==> src/design/sspq_pkg.sv <==
// sspq_pkg: operation and status codes and the entry type for the stable
// sorted priority queue. No dependencies.
package sspq_pkg;

    localparam int PRIO_W  = 16;
    localparam int VALUE_W = 32;
    localparam int FILL_W  = 5;

    localparam logic [1:0] OP_PUSH  = 2'd0;
    localparam logic [1:0] OP_POP   = 2'd1;
    localparam logic [1:0] OP_CLEAR = 2'd2;

    localparam logic [2:0] ST_PUSHED  = 3'd0;
    localparam logic [2:0] ST_POPPED  = 3'd1;
    localparam logic [2:0] ST_EMPTY   = 3'd2;
    localparam logic [2:0] ST_FULL    = 3'd3;
    localparam logic [2:0] ST_CLEARED = 3'd4;

    typedef struct packed {
        logic [PRIO_W-1:0]  prio;
        logic [VALUE_W-1:0] value;
    } entry_t;

    // broadcast to every cell of the chain
    typedef struct packed {
        logic   push;
        logic   pop;
        entry_t new_entry;
    } cell_ctrl_t;

endpackage

==> src/design/sspq_if.sv <==
// request and result channel interfaces of the stable sorted priority queue
// depends on sspq_pkg
interface spq_req_if;
    import sspq_pkg::*;
    logic                     valid;
    logic                     ready;
    logic [1:0]               opcode;
    logic signed [PRIO_W-1:0] in_priority;
    logic signed [VALUE_W-1:0] in_value;

    modport source (output valid, output opcode, output in_priority, output in_value,
                    input ready);
    modport sink   (input valid, input opcode, input in_priority, input in_value,
                    output ready);
endinterface

interface spq_rsp_if;
    import sspq_pkg::*;
    logic                      valid;
    logic                      ready;
    logic [2:0]                status;
    logic signed [PRIO_W-1:0]  out_priority;
    logic signed [VALUE_W-1:0] out_value;
    logic [FILL_W-1:0]         fill_count;

    modport source (output valid, output status, output out_priority, output out_value,
                    output fill_count, input ready);
    modport sink   (input valid, input status, input out_priority, input out_value,
                    input fill_count, output ready);
endinterface

==> src/design/sspq_cell.sv <==
// sspq_cell: one slot of the sorted chain, holds an entry and shifts with its
// neighbours on push and pop. Depends on sspq_pkg.
module sspq_cell (
    input  logic                clk,
    input  sspq_pkg::cell_ctrl_t ctrl,
    input  logic                occupied,
    input  logic                prev_keep,
    input  sspq_pkg::entry_t    prev_entry,
    input  sspq_pkg::entry_t    next_entry,
    output logic                keep,
    output sspq_pkg::entry_t    entry
);
    import sspq_pkg::*;

    entry_t entry_reg;
    entry_t entry_next;

    // entry stays in place when it ranks at or above the new one
    assign keep = occupied && ($signed(entry_reg.prio) >= $signed(ctrl.new_entry.prio));

    always_comb
    begin
        entry_next = entry_reg;
        priority if (ctrl.push)
        begin
            if (keep)
                entry_next = entry_reg;
            else if (prev_keep)
                entry_next = ctrl.new_entry;
            else
                entry_next = prev_entry;
        end
        else if (ctrl.pop)
        begin
            entry_next = next_entry;
        end
        else
        begin
            // idle cycle, entry holds
            entry_next = entry_reg;
        end
    end

    always_ff @(posedge clk)
    begin
        entry_reg <= entry_next;
    end

    assign entry = entry_reg;

endmodule

==> src/design/stable_sorted_priority_queue.sv <==
// stable_sorted_priority_queue: top level, a chain of sspq_cell slots with the
// count, request decode and result register. Depends on sspq_pkg, sspq_if, sspq_cell.
//
// usage
//   req channel: one request per handshake, opcode push / pop / clear
//     (opcode 3 acts as clear) with the priority and value of a push
//   rsp channel: exactly one result per request, in request order, with
//     status, popped priority and value (zero unless popped) and fill count
//   entries sit sorted by descending priority, head in cell 0; a push goes
//     behind every entry of equal or higher priority, so ties leave in
//     arrival order
//   each cell compares its own priority with the pushed one in parallel and
//     the whole chain shifts by one slot at once
//   the result is registered, visible in the cycle after acceptance
//   throughput: one request per cycle; req.ready stays high while the result
//     register is empty or being taken in the same cycle
//   stall: a held result blocks only the next request, the result holds
//   reset: clears the count and the result valid; cell contents are not
//     reset and only occupied cells are ever read
//   a push into a full queue is dropped and reported as full
module stable_sorted_priority_queue #(
    parameter int CAPACITY = 16
) (
    input  logic      clk,
    input  logic      rst_n,
    spq_req_if.sink   req,
    spq_rsp_if.source rsp
);
    import sspq_pkg::*;

    localparam int CNT_W = $clog2(CAPACITY + 1);

    logic [CNT_W-1:0] count_reg;
    logic [CNT_W-1:0] count_next;

    logic                  out_valid_reg;
    logic [2:0]            status_reg;
    logic [2:0]            status_next;
    logic [PRIO_W-1:0]     out_prio_reg;
    logic [PRIO_W-1:0]     out_prio_next;
    logic [VALUE_W-1:0]    out_value_reg;
    logic [VALUE_W-1:0]    out_value_next;

    logic        accept;
    logic        is_push;
    logic        is_pop;
    logic        is_full;
    logic        is_empty;
    cell_ctrl_t  ctrl;

    entry_t     cell_entry [CAPACITY];
    logic       cell_keep  [CAPACITY];

    // a new request goes in when the result slot is free or being drained
    assign req.ready = !out_valid_reg || rsp.ready;
    assign accept    = req.valid && req.ready;

    assign is_push  = (req.opcode == OP_PUSH);
    assign is_pop   = (req.opcode == OP_POP);
    assign is_full  = (count_reg >= CNT_W'(CAPACITY));
    assign is_empty = (count_reg == '0);

    // cells only move on an accepted push with room or a pop with an entry
    assign ctrl.push            = accept && is_push && !is_full;
    assign ctrl.pop             = accept && is_pop && !is_empty;
    assign ctrl.new_entry.prio  = req.in_priority;
    assign ctrl.new_entry.value = req.in_value;

    for (genvar i = 0; i < CAPACITY; i++)
    begin : g_cell
        logic   occupied;
        logic   prev_keep;
        entry_t prev_entry;
        entry_t next_entry;

        assign occupied = (count_reg > CNT_W'(i));

        if (i == 0)
        begin : g_head
            // the head takes the new entry whenever it does not keep its own
            assign prev_keep  = 1'b1;
            assign prev_entry = ctrl.new_entry;
        end
        else
        begin : g_body
            assign prev_keep  = cell_keep[i-1];
            assign prev_entry = cell_entry[i-1];
        end

        if (i == CAPACITY - 1)
        begin : g_tail
            assign next_entry = cell_entry[i];
        end
        else
        begin : g_inner
            assign next_entry = cell_entry[i+1];
        end

        sspq_cell u_cell (
            .clk        (clk),
            .ctrl       (ctrl),
            .occupied   (occupied),
            .prev_keep  (prev_keep),
            .prev_entry (prev_entry),
            .next_entry (next_entry),
            .keep       (cell_keep[i]),
            .entry      (cell_entry[i])
        );
    end

    // request decode, clear on opcode bit 1
    always_comb
    begin
        count_next     = count_reg;
        status_next    = ST_CLEARED;
        out_prio_next  = '0;
        out_value_next = '0;
        priority if (is_push)
        begin
            if (is_full)
                status_next = ST_FULL;
            else
            begin
                status_next = ST_PUSHED;
                count_next  = count_reg + CNT_W'(1);
            end
        end
        else if (is_pop)
        begin
            if (is_empty)
                status_next = ST_EMPTY;
            else
            begin
                status_next    = ST_POPPED;
                out_prio_next  = cell_entry[0].prio;
                out_value_next = cell_entry[0].value;
                count_next     = count_reg - CNT_W'(1);
            end
        end
        else
        begin
            status_next = ST_CLEARED;
            count_next  = '0;
        end
    end

    always_ff @(posedge clk or negedge rst_n)
    begin
        if (!rst_n)
        begin
            count_reg     <= '0;
            out_valid_reg <= 1'b0;
        end
        else
        begin
            if (accept)
            begin
                count_reg     <= count_next;
                out_valid_reg <= 1'b1;
            end
            else if (rsp.ready)
            begin
                out_valid_reg <= 1'b0;
            end
        end
    end

    // result payload, no reset
    always_ff @(posedge clk)
    begin
        if (accept)
        begin
            status_reg    <= status_next;
            out_prio_reg  <= out_prio_next;
            out_value_reg <= out_value_next;
        end
    end

    logic [CNT_W-1:0] fill_reg;

    always_ff @(posedge clk)
    begin
        if (accept)
            fill_reg <= count_next;
    end

    assign rsp.valid        = out_valid_reg;
    assign rsp.status       = status_reg;
    assign rsp.out_priority = out_prio_reg;
    assign rsp.out_value    = out_value_reg;
    assign rsp.fill_count   = FILL_W'(fill_reg);

    // checks
    a_count_bound: assert property (@(posedge clk) disable iff (!rst_n)
        count_reg <= CNT_W'(CAPACITY))
        else $error("entry count above capacity");

    a_pop_dec: assert property (@(posedge clk) disable iff (!rst_n)
        (accept && is_pop && !is_empty) |=> (count_reg == $past(count_reg) - CNT_W'(1)))
        else $error("pop did not remove one entry");

    a_full_drop: assert property (@(posedge clk) disable iff (!rst_n)
        (accept && is_push && is_full) |=> ($stable(count_reg) && status_reg == ST_FULL))
        else $error("push into full queue not dropped");

    a_clear: assert property (@(posedge clk) disable iff (!rst_n)
        (accept && req.opcode[1]) |=> (count_reg == '0 && status_reg == ST_CLEARED))
        else $error("clear left entries");

    a_fill_match: assert property (@(posedge clk) disable iff (!rst_n)
        accept |=> (fill_reg == count_reg))
        else $error("reported fill differs from count");

endmodule

==> src/flat_wrapper.sv <==
// flat-port wrapper written by rule: the top's interface ports become plain ports
module stable_sorted_priority_queue_flat import sspq_pkg::*;
#(
    parameter int CAPACITY = 16
)
  (clk, rst_n, req_valid, req_opcode, req_in_priority, req_in_value, req_ready, rsp_valid, rsp_status, rsp_out_priority, rsp_out_value, rsp_fill_count, rsp_ready);
  spq_req_if req_i ();
  spq_rsp_if rsp_i ();
  input  logic clk;
  input  logic rst_n;
  input wire logic [$bits(req_i.valid)-1:0] req_valid;
  input wire logic [$bits(req_i.opcode)-1:0] req_opcode;
  input wire logic [$bits(req_i.in_priority)-1:0] req_in_priority;
  input wire logic [$bits(req_i.in_value)-1:0] req_in_value;
  output wire logic [$bits(req_i.ready)-1:0] req_ready;
  output wire logic [$bits(rsp_i.valid)-1:0] rsp_valid;
  output wire logic [$bits(rsp_i.status)-1:0] rsp_status;
  output wire logic [$bits(rsp_i.out_priority)-1:0] rsp_out_priority;
  output wire logic [$bits(rsp_i.out_value)-1:0] rsp_out_value;
  output wire logic [$bits(rsp_i.fill_count)-1:0] rsp_fill_count;
  input wire logic [$bits(rsp_i.ready)-1:0] rsp_ready;
  assign req_i.valid = req_valid;
  assign req_i.opcode = req_opcode;
  assign req_i.in_priority = req_in_priority;
  assign req_i.in_value = req_in_value;
  assign req_ready = req_i.ready;
  assign rsp_valid = rsp_i.valid;
  assign rsp_status = rsp_i.status;
  assign rsp_out_priority = rsp_i.out_priority;
  assign rsp_out_value = rsp_i.out_value;
  assign rsp_fill_count = rsp_i.fill_count;
  assign rsp_i.ready = rsp_ready;
  stable_sorted_priority_queue #(.CAPACITY(CAPACITY)) u_core (.clk(clk), .rst_n(rst_n), .req(req_i), .rsp(rsp_i));
endmodule
==> config.mk <==
export PLATFORM = sky130hd
export DESIGN_NAME = stable_sorted_priority_queue_flat
export DESIGN_NICKNAME = d
export VERILOG_FILES = /design/src/design/sspq_pkg.sv /design/src/design/sspq_if.sv /design/src/design/sspq_cell.sv /design/src/design/stable_sorted_priority_queue.sv /design/src/flat_wrapper.sv
export SDC_FILE = /design/constraint.sdc
export NUM_CORES = 2
export LEC_CHECK = 0
export ABC_AREA = 1
export BUFFER_PORTS_ARGS = -buffer_cell sky130_fd_sc_hd__buf_4
export CAP_MARGIN = 20
export CORE_ASPECT_RATIO = 1.2
export CORE_UTILIZATION = 60
export DETAILED_ROUTE_END_ITERATION = 8
export PLACE_DENSITY = 0.77
export SYNTH_ARGS = -nofsm -noshare
export SYNTH_HDL_FRONTEND = slang
export SYNTH_HIERARCHICAL = 1
export SYNTH_SLANG_ARGS = --single-unit
==> constraint.sdc <==
create_clock -name clk -period 19.9 [get_ports clk]
set_input_delay 0.995 -clock clk [delete_from_list [all_inputs] [get_ports clk]]
set_output_delay 0.995 -clock clk [all_outputs]
set_load 0.05 [all_outputs]
After elaboration in Yosys (flattened, before gate mapping)
Cells that the tools add are included.
{"block": "word_totals", "reg_bits": 830, "in_bits": 54, "out_inout_bits": 58, "wordCells": 207}
{"block": "op_classes", "addsub": 2, "order_cmp": 33, "eq_ne": 16, "muxes": 70, "n_bitwise": 2, "n_reduce_logical": 46}
{"operator": "48-bit 2-to-1 mux", "count": 60}
{"operator": "16-bit >= comparator", "count": 16}
{"operator": "5-bit by 4-bit > comparator with 1-bit output, second input constant", "count": 8}
{"operator": "2-bit AND reduction", "count": 16}
{"operator": "2-bit != test, second input constant", "count": 15}
{"operator": "1-bit logical AND", "count": 21}
{"operator": "5-bit by 3-bit > comparator with 1-bit output, second input constant", "count": 4}
{"operator": "5-bit 2-to-1 mux", "count": 4}
{"operator": "5-bit by 1-bit > comparator with 1-bit output, second input constant", "count": 2}
{"operator": "5-bit by 2-bit > comparator with 1-bit output, second input constant", "count": 2}
{"operator": "3-bit 2-to-1 mux", "count": 2}
{"operator": "5-bit by 1-bit adder with 5-bit output, second input constant", "count": 1}
{"operator": "5-bit >= comparator, second input constant", "count": 1}
{"operator": "5-bit logical NOT", "count": 1}
{"operator": "5-bit by 1-bit subtractor with 5-bit output, second input constant", "count": 1}
{"operator": "2-bit 2-to-1 mux", "count": 2}
{"operator": "2-bit nonzero test", "count": 2}
{"operator": "1-bit logical NOT", "count": 3}
{"operator": "3-bit OR reduction", "count": 1}
{"operator": "2-bit by 1-bit == test with 1-bit output, second input constant", "count": 1}
{"operator": "2-bit logical NOT", "count": 1}
{"operator": "1-bit 2-to-1 mux", "count": 2}
{"operator": "1-bit inverter", "count": 2}
{"operator": "1-bit logical OR", "count": 1}

Longest topological paths before layout
{"block": "depth", "ltp_word": 7, "ltp_mapped": 21, "depth_no_buf": 18}

Hierarchy
Netlist, hierarchy kept.
{"module": "sspq_cell (u_core.g_cell[0].u_cell ...)", "instances": 11, "cells_each": 345, "area_each_um2": 2885.3, "seq_area_each_um2": 1441.4}
{"module": "sspq_cell (u_core.g_cell[5].u_cell ...)", "instances": 5, "cells_each": 347, "area_each_um2": 2877.8, "seq_area_each_um2": 1441.4}
{"module": "stable_sorted_priority_queue", "instances": 1, "cells_each": 287, "area_each_um2": 2942.8, "seq_area_each_um2": 1831.8}

Least setup slack after synthesis
No wires, ideal clock.
{"block": "synth_timing", "kind": "input -> register", "start": "input rsp_ready", "end": "register u_core.g_cell[0].u_cell.entry_reg (netlist bit u_core/g_cell[0].u_cell/entry[0]) (enable)", "setup_time_ns": 0.406, "arrival_ns": 9.343, "required_ns": 19.494, "setup_slack_ns": 10.151, "path_stages": 7, "n_path_buf": 1, "cell_sequence": "inv_1 nand2_1 nand2_2 nor4_1 clkbuf_4 nand2_1 nand2_1"}
{"element": "from (decl)", "line_no": "flat_wrapper.sv:21", "source": "input wire logic [$bits(rsp_i.ready)-1:0] rsp_ready;"}
{"element": "to (signal assigned)", "line_no": "sspq_cell.sv:46", "source": "entry_reg <= entry_next;"}
{"element": "to (decl)", "line_no": "sspq_cell.sv:15", "source": "entry_t entry_reg;"}

==> flow_metrics.tcl <==
set metrics [dict create \
    clockBufferDepth 3 \
    io_pins 112 \
    setup_violations 0 \
    hold_viol 0 \
    crit_cells 14 \
    multi_input_area_sq_mm 0.0206 \
    cts_tree "built" \
    period_share_pct 25.3 \
    cp-end-kind "flop" \
    postSynthAreaPerCell_sq_um 8.44 \
    wl_um 135000 \
    final_common_cell "nand2_1" \
    power_density_mw_per_mm2 115 \
    core_area_sq_mm 0.0807 \
    worstPathArrival_ps 5360 \
    largest_reg_flops 768 \
    path_clk_slew_ps 60 \
    r2r_cells 12 \
    grt_pass1_vias 42400 \
    initial_core_util_pct 60.8 \
    tightest_slew_ps 1100 \
    p_leak_uw 0.0225 \
    drtIter0Drc 4662 \
    hold_path.class "in2async" \
    nFillCells 6496 \
    fp.dieW_um 263 \
    cp_top_family "buffers and inverters" \
    cts_inserted_buffers 88 \
    antenna_found_initial 0 \
    synth.cell_area_sq_mm 0.0491 \
    period_minus_slack_ps 5030 \
    gp_congestion 0.865 \
    status "finished, final reports clean" \
    drcViolationCount 0 \
    die-area_sq_mm 0.0829 \
    grt_pass1_wl_um 216000 \
    grt_usage_pct 32.0 \
    finClkSkew_ps 19.9 \
    h-tree-depth 3 \
    cp_num_buf_inv 9 \
    root_buffer "clkbuf_16" \
    worstSetupPathType "in2reg" \
    die_y_um 315 \
    vias 41800 \
    port_buffers 111 \
    slowest_delay_ps 800 \
    drv_slew 0 \
    ctsResizeCount 0 \
    maxSlewHeadroom_pct 26.4 \
    synth_warnings 6 \
    finalSetupTns_ps 0 \
    firstDrtPassIters 6 \
    finalPower_uw 6080 \
    antennaDiodeCount 0 \
    crit_chain "buf_4 -> inv_1 -> nand2_1 -> nand2_2 -> nor4_2 -> buf_4 -> buf_12 -> buf_4 -> buf_4 -> inv_2 -> buf_4 -> nand2_1 -> nand2_2 -> buf_4" \
    max_freq_mhz 199 \
    wl_per_cell_um 19.7 \
    clk_latency_ps 660 \
    areaGrowthSynthToFinish_pct 8.13 \
    synthCells 5816 \
    overflow 0 \
    routed_via_density 6.09 \
    final_cell_mix "nand2_1, o21ai_0, nor2_1" \
    drive_above_1_share_pct 7.53 \
    layout.nets 6059 \
    crit_fanout 197 \
    drtAntennaViolNets 0 \
    critPathLaunchType "input pin" \
    rsz0062_at_grt "no" \
    slowest_stage "buf_4" \
    ir_drop_mv 0.0698 \
    dp_hpwl_um 89700 \
    drv_cap 0 \
    final-seq-area_sq_mm 0.0249 \
    ctsHoldBuffers 0 \
    clock-sinks 830 \
    fp-row-count 114 \
    cts_setup_buffers 0 \
    worst_ep_required_time_ps 20230 \
    cp_common_cell "buf_4" \
    grt_max_degree 198 \
]
-- where the power goes --
| part | switching (uW) | total, uW | internal [uW] |
|---|---|---|---|
| sequential | 192 | 2520 | 2330 |
| combinational | 1350 | 1810 | 461 |
| clock | 713 | 1750 | 1030 |
-- layout make-up --
| type | instances | share of cell area, % |
|---|---|---|
| clock inverters | 48 | 1.16 |
| clock buffers | 115 | 4.46 |
| inverters | 495 | 3.51 |
| multi-input cells | 4164 | 38.8 |
| well taps | 1044 | 2.46 |
| repair buffers | 165 | 2.66 |
| flip-flops and latches | 830 | 46.9 |
-- final timing paths --
path / slack (ps) / startpoint / end
setup reg to reg: 14920 / u_core/rsp.valid$_DFFE_PN0P_ / u_core/g_cell[11].u_cell/entry[12]$_DFFE_PP_
hold / removal: 140 / rst_n / u_core/count_reg[0]$_DFFE_PN0P_
setup / recovery: 14870 / rsp_ready / u_core/g_cell[11].u_cell/entry[12]$_DFFE_PP_
hold reg to reg: 550 / u_core/rsp.valid$_DFFE_PN0P_ / u_core/rsp.valid$_DFFE_PN0P_
min in group clk: 550 / u_core/rsp.valid$_DFFE_PN0P_ / u_core/rsp.valid$_DFFE_PN0P_
max in group asynchronous: 19650 / rst_n / u_core/count_reg[4]$_DFFE_PN0P_
-- worst register-to-register path: cells and delay by family, from the launching register on --
| kind | cells | cell delay, ps |
|---|---|---|
| buffers and inverters | 7 | 3490 |
| DFF | 1 | 370 |
| and+or+nand+nor | 5 | 730 |
-- metal layers --
layer	up-vias	GRT usage, %	share of wire (%)
li1	19500	-	-
met1	20000	38.0	37
met2	1936	58.8	53
met3	337	3.13	6.4
met4	0	14.1	3.3
met5	-	0	0
-- stage by stage --
stage | hold WS, ps | cell area (sq um) | worst slack, ps | std cells | util (%)
after detailed placement | 544 | 49800 | 14160 | 6686 | 61.7
after global placement | 538 | 49800 | 14180 | 6686 | 61.7
after global routing | 132 | 53100 | 14610 | 6861 | 65.7
after CTS | 105 | 52800 | 14840 | 6849 | 65.4
after floorplan | 519 | 49100 | 10150 | 5819 | -
final | 137 | 53100 | 14870 | 6861 | 65.7
Power figures use the tool's default switching activity.
